`src/hdl/lottery_scheduler_defines.svh`:
```
// assertion helpers for the scheduler
`ifndef LOTTERY_SCHEDULER_DEFINES_SVH
`define LOTTERY_SCHEDULER_DEFINES_SVH

// same-cycle implication
`define LS_ASSERT_NOW(name, pre, post) \
   name: assert property (@(posedge clock) disable iff (reset) (pre) |-> (post)) \
      else $error("scheduler check failed");

// next-cycle implication
`define LS_ASSERT_NEXT(name, pre, post) \
   name: assert property (@(posedge clock) disable iff (reset) (pre) |=> (post)) \
      else $error("scheduler check failed");

`endif

```
`src/hdl/ls_pkg.sv`:
```
`timescale 1ns / 1ps
package ls_pkg;
   localparam int CMD_W      = 2;
   localparam int INDEX_W    = 4;
   localparam int BURST_W    = 16;
   localparam int TICKET_W   = 8;
   localparam int RND_W      = 16;
   localparam int STATUS_W   = 2;
   localparam int DRAW_W     = 12;
   localparam int TIME_W     = 20;
   localparam int SLICE_W    = 16;
   localparam int COUNT_W    = 5;
   localparam int CSR_IDX_W  = 1;
   localparam int CSR_DATA_W = 16;

   localparam logic [CMD_W-1:0] CMD_LOAD    = 2'd0;
   localparam logic [CMD_W-1:0] CMD_RESTART = 2'd1;
   localparam logic [CMD_W-1:0] CMD_DRAW    = 2'd2;

   localparam logic [STATUS_W-1:0] ST_OK        = 2'd0;
   localparam logic [STATUS_W-1:0] ST_NO_ACTIVE = 2'd1;
   localparam logic [STATUS_W-1:0] ST_BAD_LOAD  = 2'd2;

   localparam logic [CSR_IDX_W-1:0] CSR_QUANTUM = 1'b0;
   localparam logic [CSR_IDX_W-1:0] CSR_COUNT   = 1'b1;

   localparam logic [TIME_W-1:0] CLOCK_MAX = 20'hFFFFF;
endpackage

```
`src/hdl/ls_ram.sv`:
```
`timescale 1ns / 1ps
module ls_ram #(
   parameter int WIDTH = 40,
   parameter int DEPTH = 16
) (
   input  logic                     clock,
   input  logic                     wr_en,
   input  logic [$clog2(DEPTH)-1:0] wr_addr,
   input  logic [WIDTH-1:0]         wr_data,
   input  logic                     rd_en,
   input  logic [$clog2(DEPTH)-1:0] rd_addr,
   output logic [WIDTH-1:0]         rd_data
);
   logic [WIDTH-1:0] mem_ff [DEPTH];
   logic [WIDTH-1:0] rd_data_ff;

   always_ff @(posedge clock) begin
      if (wr_en) begin
         mem_ff[wr_addr] <= wr_data;
      end
      if (rd_en) begin
         rd_data_ff <= mem_ff[rd_addr];
      end
   end

   assign rd_data = rd_data_ff;
endmodule

```
`src/hdl/ls_div.sv`:
```
`timescale 1ns / 1ps
module ls_div #(
   parameter int DIV_W = 12
) (
   input  logic                       clock,
   input  logic                       reset,
   input  logic                       start,
   input  logic [ls_pkg::RND_W-1:0]   dividend,
   input  logic [DIV_W-1:0]           divisor,
   output logic                       done,
   output logic [DIV_W-1:0]           remainder
);
   localparam int STEP_W = $clog2(ls_pkg::RND_W + 1);

   logic                     busy_ff;
   logic                     done_ff;
   logic [STEP_W-1:0]        step_ff;
   logic [ls_pkg::RND_W-1:0] shift_ff;
   logic [DIV_W-1:0]         div_ff;
   logic [DIV_W-1:0]         rem_ff;
   logic [DIV_W:0]           trial;
   logic [DIV_W:0]           diff;
   logic [DIV_W-1:0]         rem_in;

   always_comb begin
      trial  = {rem_ff, shift_ff[ls_pkg::RND_W-1]};
      diff   = trial - {1'b0, div_ff};
      rem_in = (trial >= {1'b0, div_ff}) ? diff[DIV_W-1:0] : trial[DIV_W-1:0];
   end

   always_ff @(posedge clock) begin
      if (reset) begin
         busy_ff <= 1'b0;
         done_ff <= 1'b0;
         step_ff <= '0;
      end else begin
         done_ff <= 1'b0;
         if (start) begin
            busy_ff  <= 1'b1;
            step_ff  <= '0;
            rem_ff   <= '0;
            shift_ff <= dividend;
            div_ff   <= divisor;
         end else if (busy_ff) begin
            rem_ff   <= rem_in;
            shift_ff <= {shift_ff[ls_pkg::RND_W-2:0], 1'b0};
            step_ff  <= step_ff + 1'b1;
            if (step_ff == STEP_W'(ls_pkg::RND_W - 1)) begin
               busy_ff <= 1'b0;
               done_ff <= 1'b1;
            end
         end
      end
   end

   assign done      = done_ff;
   assign remainder = rem_ff;
endmodule

```
`src/hdl/lottery_scheduler.sv`:
```
// lottery scheduler: entry table in one registered-read RAM, one command per transfer
// work: load and unknown command walk the N entries in use once; restart sweeps all
//   MAX_ENTRIES, then walks N; a draw does three table walks plus a 16-step divider
// throughput: one command at a time; the next is taken while the result waits at the output
// reset: table reads as zero, clock zero, quantum 1, entry count 1; no clearing pass
`timescale 1ns / 1ps
`include "lottery_scheduler_defines.svh"
module lottery_scheduler #(
   parameter int MAX_ENTRIES = 16,
   parameter int WORK_BITS   = 16,
   parameter int TICKET_BITS = 8
) (
   input  logic                            clock,
   input  logic                            reset,
   input  logic                            req_valid,
   output logic                            req_ready,
   input  logic [ls_pkg::CMD_W-1:0]        req_command,
   input  logic [ls_pkg::INDEX_W-1:0]      req_entry_index,
   input  logic [ls_pkg::BURST_W-1:0]      req_burst_length,
   input  logic [ls_pkg::TICKET_W-1:0]     req_ticket_count,
   input  logic [ls_pkg::RND_W-1:0]        req_random_value,
   output logic                            rsp_valid,
   input  logic                            rsp_ready,
   output logic [ls_pkg::STATUS_W-1:0]     rsp_status,
   output logic [ls_pkg::INDEX_W-1:0]      rsp_winner,
   output logic [ls_pkg::DRAW_W-1:0]       rsp_draw_value,
   output logic [ls_pkg::DRAW_W-1:0]       rsp_ticket_sum,
   output logic [ls_pkg::TIME_W-1:0]       rsp_start_time,
   output logic [ls_pkg::SLICE_W-1:0]      rsp_slice_length,
   output logic                            rsp_finished,
   output logic [ls_pkg::TIME_W-1:0]       rsp_finish_time,
   output logic [ls_pkg::TIME_W-1:0]       rsp_wait_time,
   output logic                            rsp_all_done,
   input  logic                            csr_valid,
   output logic                            csr_ready,
   input  logic [ls_pkg::CSR_IDX_W-1:0]    csr_index,
   input  logic [ls_pkg::CSR_DATA_W-1:0]   csr_data
);
   localparam int IDX_W = $clog2(MAX_ENTRIES);
   localparam int CNT_W = $clog2(MAX_ENTRIES + 1);
   localparam int SUM_W = TICKET_BITS + $clog2(MAX_ENTRIES);
   localparam int MEM_W = 2 * WORK_BITS + TICKET_BITS;
   localparam int CMP_W = (WORK_BITS > ls_pkg::TIME_W) ? WORK_BITS : ls_pkg::TIME_W;

   typedef enum logic [3:0] {
      S_IDLE, S_EXEC, S_SWEEP, S_SUM, S_DIV, S_PICK, S_UPDATE, S_CHECK, S_OUT
   } state_type;

   state_type                   state_ff;
   logic [ls_pkg::CMD_W-1:0]    cmd_ff;
   logic [ls_pkg::INDEX_W-1:0]  idx_ff;
   logic [WORK_BITS-1:0]        burst_ff;
   logic [TICKET_BITS-1:0]      tick_ff;
   logic [ls_pkg::RND_W-1:0]    rnd_ff;
   logic [ls_pkg::SLICE_W-1:0]  quantum_ff;
   logic [ls_pkg::COUNT_W-1:0]  count_ff;
   logic [ls_pkg::TIME_W-1:0]   clock_ff;
   logic [MAX_ENTRIES-1:0]      valid_ff;
   logic [CNT_W-1:0]            cnt_ff;
   logic                        pend_ff;
   logic [IDX_W-1:0]            ridx_ff;
   logic [SUM_W-1:0]            sum_ff;
   logic [SUM_W-1:0]            acc_ff;
   logic [SUM_W-1:0]            draw_ff;
   logic                        found_ff;
   logic [IDX_W-1:0]            win_ff;
   logic [WORK_BITS-1:0]        wburst_ff;
   logic [TICKET_BITS-1:0]      wtick_ff;
   logic [WORK_BITS-1:0]        wrem_ff;
   logic                        any_ff;
   logic [ls_pkg::STATUS_W-1:0] r_status_ff;
   logic [ls_pkg::INDEX_W-1:0]  r_winner_ff;
   logic [ls_pkg::DRAW_W-1:0]   r_draw_ff;
   logic [ls_pkg::DRAW_W-1:0]   r_sum_ff;
   logic [ls_pkg::TIME_W-1:0]   r_start_ff;
   logic [ls_pkg::SLICE_W-1:0]  r_slice_ff;
   logic                        r_fin_ff;
   logic [ls_pkg::TIME_W-1:0]   r_ftime_ff;
   logic [ls_pkg::TIME_W-1:0]   r_wait_ff;
   logic                        rsp_valid_ff;
   logic [ls_pkg::STATUS_W-1:0] rsp_status_ff;
   logic [ls_pkg::INDEX_W-1:0]  rsp_winner_ff;
   logic [ls_pkg::DRAW_W-1:0]   rsp_draw_ff;
   logic [ls_pkg::DRAW_W-1:0]   rsp_sum_ff;
   logic [ls_pkg::TIME_W-1:0]   rsp_start_ff;
   logic [ls_pkg::SLICE_W-1:0]  rsp_slice_ff;
   logic                        rsp_fin_ff;
   logic [ls_pkg::TIME_W-1:0]   rsp_ftime_ff;
   logic [ls_pkg::TIME_W-1:0]   rsp_wait_ff;
   logic                        rsp_done_ff;

   logic [CNT_W-1:0]           used;
   logic [CNT_W-1:0]           limit;
   logic                       scanning;
   logic                       issue;
   logic                       scan_end;
   logic                       ram_we;
   logic [IDX_W-1:0]           ram_waddr;
   logic [MEM_W-1:0]           ram_wdata;
   logic [MEM_W-1:0]           ram_q;
   logic                       ent_ok;
   logic [WORK_BITS-1:0]       e_burst;
   logic [TICKET_BITS-1:0]     e_tick;
   logic [WORK_BITS-1:0]       e_rem;
   logic [SUM_W-1:0]           acc_next;
   logic                       load_bad;
   logic                       load_in_range;
   logic [ls_pkg::SLICE_W-1:0] q_eff;
   logic [ls_pkg::SLICE_W-1:0] slice;
   logic [ls_pkg::TIME_W:0]    t_sum;
   logic [ls_pkg::TIME_W-1:0]  t_new;
   logic [WORK_BITS-1:0]       new_rem;
   logic [ls_pkg::TIME_W-1:0]  wait_val;
   logic [CMP_W-1:0]           wait_diff;
   logic                       div_start;
   logic                       div_done;
   logic [SUM_W-1:0]           div_rem;

   always_comb begin
      used          = (32'(count_ff) > MAX_ENTRIES) ? CNT_W'(MAX_ENTRIES) : CNT_W'(count_ff);
      limit         = (state_ff == S_SWEEP) ? CNT_W'(MAX_ENTRIES) : used;
      scanning      = (state_ff == S_SWEEP) || (state_ff == S_SUM) ||
                      (state_ff == S_PICK) || (state_ff == S_CHECK);
      issue         = scanning && (cnt_ff < limit);
      scan_end      = !issue && !pend_ff;
      ent_ok        = pend_ff && valid_ff[ridx_ff];
      e_burst       = ent_ok ? ram_q[MEM_W-1 -: WORK_BITS] : '0;
      e_tick        = ent_ok ? ram_q[WORK_BITS +: TICKET_BITS] : '0;
      e_rem         = ent_ok ? ram_q[WORK_BITS-1:0] : '0;
      acc_next      = acc_ff + SUM_W'(e_tick);
      load_bad      = (burst_ff == '0) || (tick_ff == '0);
      load_in_range = 32'(idx_ff) < MAX_ENTRIES;
      q_eff         = (quantum_ff == '0) ? ls_pkg::SLICE_W'(1) : quantum_ff;
      slice         = (CMP_W'(wrem_ff) < CMP_W'(q_eff)) ? ls_pkg::SLICE_W'(wrem_ff) : q_eff;
      t_sum         = {1'b0, clock_ff} + (ls_pkg::TIME_W + 1)'(slice);
      t_new         = t_sum[ls_pkg::TIME_W] ? ls_pkg::CLOCK_MAX : t_sum[ls_pkg::TIME_W-1:0];
      new_rem       = wrem_ff - WORK_BITS'(slice);
      wait_diff     = CMP_W'(t_new) - CMP_W'(wburst_ff);
      wait_val      = (CMP_W'(t_new) >= CMP_W'(wburst_ff)) ?
                      ls_pkg::TIME_W'(wait_diff) : '0;
      div_start     = (state_ff == S_SUM) && scan_end && (sum_ff != '0);

      ram_we    = 1'b0;
      ram_waddr = '0;
      ram_wdata = '0;
      priority if (state_ff == S_EXEC && cmd_ff == ls_pkg::CMD_LOAD && !load_bad &&
                   load_in_range) begin
         ram_we    = 1'b1;
         ram_waddr = IDX_W'(idx_ff);
         ram_wdata = {burst_ff, tick_ff, burst_ff};
      end else if (state_ff == S_SWEEP && ent_ok) begin
         ram_we    = 1'b1;
         ram_waddr = ridx_ff;
         ram_wdata = {e_burst, e_tick, e_burst};
      end else if (state_ff == S_UPDATE) begin
         ram_we    = 1'b1;
         ram_waddr = win_ff;
         ram_wdata = {wburst_ff, wtick_ff, new_rem};
      end
   end

   ls_ram #(.WIDTH(MEM_W), .DEPTH(MAX_ENTRIES)) u_table (
      .clock   (clock),
      .wr_en   (ram_we),
      .wr_addr (ram_waddr),
      .wr_data (ram_wdata),
      .rd_en   (issue),
      .rd_addr (cnt_ff[IDX_W-1:0]),
      .rd_data (ram_q)
   );

   ls_div #(.DIV_W(SUM_W)) u_div (
      .clock     (clock),
      .reset     (reset),
      .start     (div_start),
      .dividend  (rnd_ff),
      .divisor   (sum_ff),
      .done      (div_done),
      .remainder (div_rem)
   );

   // configuration
   always_ff @(posedge clock) begin
      if (reset) begin
         quantum_ff <= ls_pkg::SLICE_W'(1);
         count_ff   <= ls_pkg::COUNT_W'(1);
      end else if (csr_valid) begin
         unique case (csr_index)
            ls_pkg::CSR_QUANTUM: quantum_ff <= csr_data;
            ls_pkg::CSR_COUNT:   count_ff   <= csr_data[ls_pkg::COUNT_W-1:0];
            default: ;
         endcase
      end
   end

   always_ff @(posedge clock) begin
      if (reset) begin
         state_ff     <= S_IDLE;
         valid_ff     <= '0;
         clock_ff     <= '0;
         cnt_ff       <= '0;
         pend_ff      <= 1'b0;
         rsp_valid_ff <= 1'b0;
      end else begin
         if (rsp_valid_ff && rsp_ready && state_ff != S_OUT) begin
            rsp_valid_ff <= 1'b0;
         end
         if (scanning) begin
            pend_ff <= issue;
            ridx_ff <= cnt_ff[IDX_W-1:0];
            if (issue) begin
               cnt_ff <= cnt_ff + 1'b1;
            end
         end
         unique case (state_ff)
            S_IDLE: begin
               if (req_valid) begin
                  cmd_ff   <= req_command;
                  idx_ff   <= req_entry_index;
                  burst_ff <= WORK_BITS'(req_burst_length);
                  tick_ff  <= TICKET_BITS'(req_ticket_count);
                  rnd_ff   <= req_random_value;
                  state_ff <= S_EXEC;
               end
            end
            S_EXEC: begin
               r_status_ff <= ls_pkg::ST_OK;
               r_winner_ff <= '0;
               r_draw_ff   <= '0;
               r_sum_ff    <= '0;
               r_start_ff  <= '0;
               r_slice_ff  <= '0;
               r_fin_ff    <= 1'b0;
               r_ftime_ff  <= '0;
               r_wait_ff   <= '0;
               cnt_ff      <= '0;
               pend_ff     <= 1'b0;
               any_ff      <= 1'b0;
               sum_ff      <= '0;
               unique case (cmd_ff)
                  ls_pkg::CMD_LOAD: begin
                     if (load_bad) begin
                        r_status_ff <= ls_pkg::ST_BAD_LOAD;
                     end else if (load_in_range) begin
                        valid_ff[IDX_W'(idx_ff)] <= 1'b1;
                     end
                     state_ff <= S_CHECK;
                  end
                  ls_pkg::CMD_RESTART: begin
                     clock_ff <= '0;
                     state_ff <= S_SWEEP;
                  end
                  ls_pkg::CMD_DRAW: state_ff <= S_SUM;
                  default:          state_ff <= S_CHECK;
               endcase
            end
            S_SWEEP: begin
               if (scan_end) begin
                  cnt_ff   <= '0;
                  state_ff <= S_CHECK;
               end
            end
            S_SUM: begin
               if (e_rem != '0) begin
                  sum_ff <= sum_ff + SUM_W'(e_tick);
               end
               if (scan_end) begin
                  cnt_ff <= '0;
                  if (sum_ff == '0) begin
                     r_status_ff <= ls_pkg::ST_NO_ACTIVE;
                     state_ff    <= S_CHECK;
                  end else begin
                     state_ff <= S_DIV;
                  end
               end
            end
            S_DIV: begin
               if (div_done) begin
                  draw_ff  <= div_rem + 1'b1;
                  acc_ff   <= '0;
                  found_ff <= 1'b0;
                  cnt_ff   <= '0;
                  state_ff <= S_PICK;
               end
            end
            S_PICK: begin
               if (e_rem != '0 && !found_ff) begin
                  acc_ff <= acc_next;
                  if (draw_ff <= acc_next) begin
                     found_ff  <= 1'b1;
                     win_ff    <= ridx_ff;
                     wburst_ff <= e_burst;
                     wtick_ff  <= e_tick;
                     wrem_ff   <= e_rem;
                  end
               end
               if (scan_end) begin
                  cnt_ff <= '0;
                  if (found_ff) begin
                     state_ff <= S_UPDATE;
                  end else begin
                     r_status_ff <= ls_pkg::ST_NO_ACTIVE;
                     state_ff    <= S_CHECK;
                  end
               end
            end
            S_UPDATE: begin
               clock_ff    <= t_new;
               r_winner_ff <= ls_pkg::INDEX_W'(win_ff);
               r_draw_ff   <= ls_pkg::DRAW_W'(draw_ff);
               r_sum_ff    <= ls_pkg::DRAW_W'(sum_ff);
               r_start_ff  <= clock_ff;
               r_slice_ff  <= slice;
               if (new_rem == '0) begin
                  r_fin_ff   <= 1'b1;
                  r_ftime_ff <= t_new;
                  r_wait_ff  <= wait_val;
               end
               cnt_ff   <= '0;
               state_ff <= S_CHECK;
            end
            S_CHECK: begin
               if (e_rem != '0) begin
                  any_ff <= 1'b1;
               end
               if (scan_end) begin
                  state_ff <= S_OUT;
               end
            end
            S_OUT: begin
               if (!rsp_valid_ff || rsp_ready) begin
                  rsp_valid_ff  <= 1'b1;
                  rsp_status_ff <= r_status_ff;
                  rsp_winner_ff <= r_winner_ff;
                  rsp_draw_ff   <= r_draw_ff;
                  rsp_sum_ff    <= r_sum_ff;
                  rsp_start_ff  <= r_start_ff;
                  rsp_slice_ff  <= r_slice_ff;
                  rsp_fin_ff    <= r_fin_ff;
                  rsp_ftime_ff  <= r_ftime_ff;
                  rsp_wait_ff   <= r_wait_ff;
                  rsp_done_ff   <= !any_ff;
                  state_ff      <= S_IDLE;
               end
            end
            default: state_ff <= S_IDLE;
         endcase
      end
   end

   assign req_ready        = (state_ff == S_IDLE);
   assign csr_ready        = 1'b1;
   assign rsp_valid        = rsp_valid_ff;
   assign rsp_status       = rsp_status_ff;
   assign rsp_winner       = rsp_winner_ff;
   assign rsp_draw_value   = rsp_draw_ff;
   assign rsp_ticket_sum   = rsp_sum_ff;
   assign rsp_start_time   = rsp_start_ff;
   assign rsp_slice_length = rsp_slice_ff;
   assign rsp_finished     = rsp_fin_ff;
   assign rsp_finish_time  = rsp_ftime_ff;
   assign rsp_wait_time    = rsp_wait_ff;
   assign rsp_all_done     = rsp_done_ff;

   `LS_ASSERT_NOW(a_div_done_in_div, div_done, state_ff == S_DIV)
   `LS_ASSERT_NOW(a_write_states, ram_we,
      state_ff == S_EXEC || state_ff == S_SWEEP || state_ff == S_UPDATE)
   `LS_ASSERT_NOW(a_winner_has_work, state_ff == S_UPDATE, wrem_ff != '0 && found_ff)
   `LS_ASSERT_NEXT(a_update_to_check, state_ff == S_UPDATE, state_ff == S_CHECK)
endmodule

```
`config.mk`:
```
export PLATFORM = sky130hd
export DESIGN_NAME = lottery_scheduler
export DESIGN_NICKNAME = d
export VERILOG_FILES = /design/src/hdl/ls_pkg.sv /design/src/hdl/ls_ram.sv /design/src/hdl/ls_div.sv /design/src/hdl/lottery_scheduler.sv
export VERILOG_INCLUDE_DIRS = /design/src /design/src/hdl
export SDC_FILE = /design/constraint.sdc
export NUM_CORES = 1
export LEC_CHECK = 0
export BUFFER_PORTS_ARGS = -buffer_cell sky130_fd_sc_hd__buf_2
export CORE_UTILIZATION = 50
export CTS_CLUSTER_DIAMETER = 100
export DETAILED_ROUTE_END_ITERATION = 10
export PLACE_DENSITY = 0.73
export SLEW_MARGIN = 20
export SYNTH_ARGS = -nofsm -noshare
export SYNTH_HDL_FRONTEND = slang
export SYNTH_SLANG_ARGS = --single-unit
```
`constraint.sdc`:
```
create_clock -name clock -period 23.6 [get_ports clock]
set_clock_uncertainty 0.2 [all_clocks]
set_input_delay 2.36 -clock clock [delete_from_list [all_inputs] [get_ports clock]]
set_output_delay 2.36 -clock clock [all_outputs]
set_load 0.02 [all_outputs]
```
# Word-level counts from Yosys, hierarchy flattened
# Memories as Yosys holds them, arrays and structs flattened. A register that Yosys moved wholly into a read port is not among the register bits.
# Cells that the tools add are included.
# totals
reg_bits	462
ram_bits	640
in_bits	68
wordCells	243
memories	1
# memory_table
memory	words	word_bits	rd	rd_ports_with_merged_regs	wr	line	source
u_table.mem_ff	16	40	1	1	1	ls_ram.sv:14	logic [WIDTH-1:0] mem_ff [DEPTH];
# op_classes
addsub	9
n_lt_le_gt_ge	9
n_eq_ne	27
muxes	82
n_bitwise	5
reduce_logical	62
# op_table
operator	n
20-bit case mux with 2 select lines	4
40-bit two-way mux	3
20-bit two-way mux	5
16-bit two-way mux	6
12-bit case mux with 2 select lines	4
12-bit two-way mux	5
16-bit zero test	3
4-bit two-way mux	10
4-bit case mux with 9 select lines	1
16-bit case mux with 2 select lines	1
5-bit two-way mux	6
12-bit by 8-bit adder with 12-bit output	2
20-bit by 16-bit adder with 21-bit output	1
3-bit AND reduction	7
20-bit by 16-bit >= comparator with 1-bit output	1
1-bit two-way mux	20
20-bit by 16-bit subtractor with 20-bit output	1
4-bit by 3-bit equality test with 1-bit output, second input constant	4
16-bit < comparator	1
2-bit by 1-bit inequality test with 1-bit output, second input constant	8
16-bit OR	1
16-bit nonzero test	1
16-bit subtractor	1
5-bit case mux with 3 select lines	1
other kinds (43)	97

# Longest topological paths before layout
# depth
ltp_word	11
mapped_depth	29
mapped_depth_nobuf	27

# Modules after synthesis
# Synthesis repeated with hierarchy kept, for this count alone.
# hier_totals
hier_cells	2923
area_unflattened_um2	47653.2
# modules_own_cells
module	instances	cells_per_inst	area_each_um2	seq_area_each_um2
ls_ram	1	1040	25533.2	20419.6
lottery_scheduler	1	1665	19562.5	11781.3
ls_div	1	218	2557.5	1341.3

# Worst setup path after synthesis
# OpenSTA, ideal clock, no wires.
# synth_timing
path_kind	input to register
start	in reset
end	reg rsp_done_ff, in the netlist rsp_all_done (enable)
setup_ps	708
t_arrival_ps	10083
required_ps	22692
slack_ps	12609
path_stages	3
cell_sequence	clkbuf_1 -> clkbuf_1 -> nor3_1
# synth_via
elab_chain_cells	2
# synth_lines
element	line	source
start, declared	lottery_scheduler.sv:14	input logic reset,
1-bit inverter (no line)	-	
3-bit AND reduction (no line)	-	
end signal, assigned	lottery_scheduler.sv:342	rsp_done_ff <= !any_ff;
end, declared	lottery_scheduler.sv:90	logic rsp_done_ff;
# No other way between the ends.
# A chain may end at the register's enable or synchronous reset.

# Worst setup path in the final report
# layout_timing
start	reg wrem_ff[11]
end	reg r_wait_ff[9] (netlist bit), data pin
# layout_via
elab_chain_cells	8
word_cells_on_any_way	9
# layout_lines
element	line	source
start, declared	lottery_scheduler.sv:69	logic [WORK_BITS-1:0] wrem_ff;
start signal, assigned	lottery_scheduler.sv:294	wrem_ff <= e_rem;
16-bit < comparator (*)	lottery_scheduler.sv:134	slice = (CMP_W'(wrem_ff) < CMP_W'(q_eff)) ? ls_pkg::SLICE_W'(wrem_ff) : q_eff;
16-bit two-way mux (*)	lottery_scheduler.sv:134	
via slice, one bit	lottery_scheduler.sv:109	logic [ls_pkg::SLICE_W-1:0] slice;
20-bit by 16-bit adder with 21-bit output (*)	lottery_scheduler.sv:135	t_sum = {1'b0, clock_ff} + (ls_pkg::TIME_W + 1)'(slice);
20-bit two-way mux (*)	lottery_scheduler.sv:136	t_new = t_sum[ls_pkg::TIME_W] ? ls_pkg::CLOCK_MAX : t_sum[ls_pkg::TIME_W-1:0];
20-bit by 16-bit subtractor with 20-bit output or 20-bit by 16-bit >= comparator with 1-bit output (tied branches)	lottery_scheduler.sv:138, lottery_scheduler.sv:139	
20-bit two-way mux (*)	lottery_scheduler.sv:139	wait_val = (CMP_W'(t_new) >= CMP_W'(wburst_ff)) ?
20-bit two-way mux (*)	lottery_scheduler.sv:314	if (new_rem == '0) begin
20-bit case mux with 2 select lines (*)	lottery_scheduler.sv:215	unique case (state_ff)
end signal, assigned	lottery_scheduler.sv:317	r_wait_ff <= wait_val;
end, declared	lottery_scheduler.sv:79	logic [ls_pkg::TIME_W-1:0] r_wait_ff;
# The timed path passes the listed nets; every way through them passes the cells marked *. The select of a mux whose other input is x is not followed.

==> reports/metrics.cfg <==
[clock_network]
htree_levels = 3
cts_buffer_depth = 3
cts_buffers = 109
cts.repair.resized = 0
cts-root-buf = clkbuf_16
ctsHoldBuffers = 0
clkSinkCount = 1142
clk_latency_ns = 0.70
cts_tree = yes
path_clk_slew_ns = 0.06
cts_setup_buffers = 0

[grt]
grt_antenna_before_repair = 3
grt_overflow = 0
grt_pass1_wl_mm = 165.8
grt_use_total = 0.2367
grt_max_degree = 84
grt_pass1_vias = 26005

[synth]
ys_ff_latch = 1142
syn-mean-instance-area_um2 = 16.98
synth_warnings = 0
async_flop_share = 0
synth-seq-area-share = 0.7135
syn-cell-area_um2 = 47010
synth_edf_count = 1067
synthCells = 2769
ys_types = 84
syn-num-nets = 2955
synth-main-ff-cell = edfxtp_1

[die]
coreArea_um2 = 93190
io_pins = 179
chipHeight_um = 308.6
die_area_um2 = 95260
start_util = 0.5045
rows = 112
dieWidth_um = 308.6

[flow_run]
maxCapViolCount = 0

[setup_path]
worstPathMaxFanout = 19
cp.required_ns = 23.79
crit_arrival_ns = 7.73
cp-end-kind = flip-flop
path_class = flip-flop to flip-flop
critPathLaunchType = flip-flop

[finish]
drive_gt1_frac = 0.2258
areaGrowthSynthToFinish_pct = 13.61
nets = 3187
post-route-util = 0.5732
diodes = 0

[drt]
routedWlPerCell_um = 25.84
drtIter0Drc = 2938
totalWireLength_mm = 112.4
drt_pass1_iterations = 7
antenna_left = 0
drcViolationCount = 0
viasPerCell = 5.981
vias = 26012

[power_and_ir_drop]
p_per_area_nw_per_um2 = 90.45
irDropWorstVdd_uv = 60.80
leakagePower_uw = 0.01832

[timing]
setup_viol = 0
rsz0062_at_grt = no
relSlewSlack = 0.2356
drv_slew = 0
max_freq_mhz = 132.7
tightestPinTransition_ns = 1.147
finalHoldViolations = 0
period_share = 0.3193
fin_setup_tns_ns = 0
fin_crit_ns = 7.535

[hold_path]
hold_path.class = flip-flop to flip-flop

[placed_design]
numPortBuffers = 177
routabilityCongestion = 0.8938
place_hpwl_mm = 66.91

[outcome]
status = completed

metrics by stage:
stage	power [µW]	hold slack, ns	instances	setup WS, ns	cell area [µm²]
final	4831	0.2172	4349	16.06	53410
after floorplan	2872	0.2003	2769	12.61	47010
after detailed placement	3072	0.2045	4143	16.09	49680
after global placement	3050	0.2019	4143	16.25	49680
after CTS	4857	0.2187	4348	16.06	53400
after global routing	4983	0.2190	4349	15.49	53410
cell usage after synthesis, types with 26 or more instances:
cell | number | area (µm²)
inv_1 | 109 | 409.1
edfxtp_1 | 1067 | 32040
a21o_1 | 26 | 195.2
and3_1 | 50 | 312.8
ha_1 | 112 | 1401
o21ai_0 | 78 | 390.4
nor2_1 | 181 | 679.4
and2_1 | 61 | 381.6
xor2_1 | 32 | 280.3
mux2i_1 | 28 | 280.3
clkbuf_1 | 94 | 352.8
xnor2_1 | 44 | 385.4
nand3_1 | 27 | 135.1
nand2_1 | 122 | 457.9
dfxtp_1 | 75 | 1501
a21oi_1 | 116 | 580.6
mux4_2 | 203 | 4572
flip-flops by register name (all words and copies together), names as in the netlist, 20 cells and up:
signal / count
r_wait_ff: 20
clock_ff: 20
u_table.mem_ff: 640
r_ftime_ff: 20
rsp_finish_time: 20
u_table.rd_data: 40
rsp_start_time: 20
rsp_wait_time: 20
r_start_ff: 20
kinds of logic after synthesis:
group	count (synthesis)	share of synthesized area
AOI/OAI and AO/OA	361	0.04937
xor gates and xnor gates	76	0.01416
adders and majority gates	118	0.03236
buffers and inverters	230	0.01911
DFF	1142	0.7135
muxes	252	0.1089
other	1	0.00007976
and+or+nand+nor	589	0.06260
per-layer routing:
| layer | track usage | up-vias | wire length [µm] |
|---|---|---|---|
| met5 | 0 | - | 20 |
| met4 | 0.06792 | 2 | 2562 |
| met3 | 0.04446 | 182 | 9388 |
| met2 | 0.3971 | 1236 | 55780 |
| met1 | 0.3163 | 13285 | 44630 |
| li1 | - | 11307 | - |
critical path: stages, from the launching register on:
cell and delay, ns:
edfxtp_1 0.42, ha_1 0.35, a21oi_1 0.15, o21ai_0 0.11
a221oi_1 0.29, o31ai_1 0.12, a21oi_2 0.60, buf_4 0.31
mux2i_1 0.35, ha_1 0.26, inv_1 0.07, fa_1 0.43
nand2b_1 0.19, a21oi_1 0.20, o21ai_1 0.17, a21o_1 0.32
o21ai_0 0.69, ha_1 0.43, a21o_1 0.19, nand3_1 0.07
o211a_1 0.15, o31ai_1 0.10, nor2_1 0.14, nand4b_1 0.14
o21ai_2 0.62, nor2_1 0.14
area by class of cell:
type,count,area (µm²)
Clock buffer,123,2843
Clock inverter,82,884.6
Fill cell,6847,39780
Inverter,109,409.1
Multi-Input combinational cell,1397,12780
Sequential cell,1142,33560
Tap cell,1254,1569
Timing Repair Buffer,242,1374
path summary, 6_finish.rpt:
path / start / endpoint / slack, ns / cells past startpoint
worst max-delay path: wrem_ff[11]$_DFFE_PP_ / r_wait_ff[9]$_SDFFCE_PN0P_ / 16.06 / 25
worst min-delay path: r_ftime_ff[4]$_DFFE_PP_ / rsp_finish_time[4]$_DFFE_PP_ / 0.22 / 0
worst max register to register: wrem_ff[11]$_DFFE_PP_ / r_wait_ff[9]$_SDFFCE_PN0P_ / 16.06 / 25
worst min register to register: r_ftime_ff[4]$_DFFE_PP_ / rsp_finish_time[4]$_DFFE_PP_ / 0.22 / 0
power breakdown:
group / switching [µW] / internal (µW)
clock network: 766 / 1040
registers: 80.4 / 2380
logic: 340 / 233
total: 1190 / 3640
cell usage in the layout, fill, tap and decap left out, drive strengths merged, types with 7 or more instances in the layout:
| master | instances |
|---|---|
| a211oi | 14 |
| nand2b | 14 |
| nand3 | 27 |
| a31oi | 11 |
| xor2 | 32 |
| nor3 | 24 |
| a22oi | 22 |
| or2 | 15 |
| dfxtp | 75 |
| o211ai | 8 |
| ha | 112 |
| clkinv | 55 |
| inv | 113 |
| o21a | 13 |
| nand3b | 7 |
| clkinvlp | 8 |
| nor4 | 26 |
| nand2 | 123 |
| mux2i | 28 |
| mux2 | 19 |
| clkbuf | 123 |
| nand4 | 22 |
| nor2b | 15 |
| nor2 | 181 |
| xnor2 | 44 |
| buf | 242 |
| mux4 | 205 |
| and3 | 51 |
| o21ai | 81 |
| a21oi | 117 |
| bufinv | 15 |
| and2 | 61 |
| or3 | 8 |
| a21o | 26 |
| o21bai | 13 |
| edfxtp | 1067 |
| a222oi | 7 |
Power figures use the tool's default switching activity.
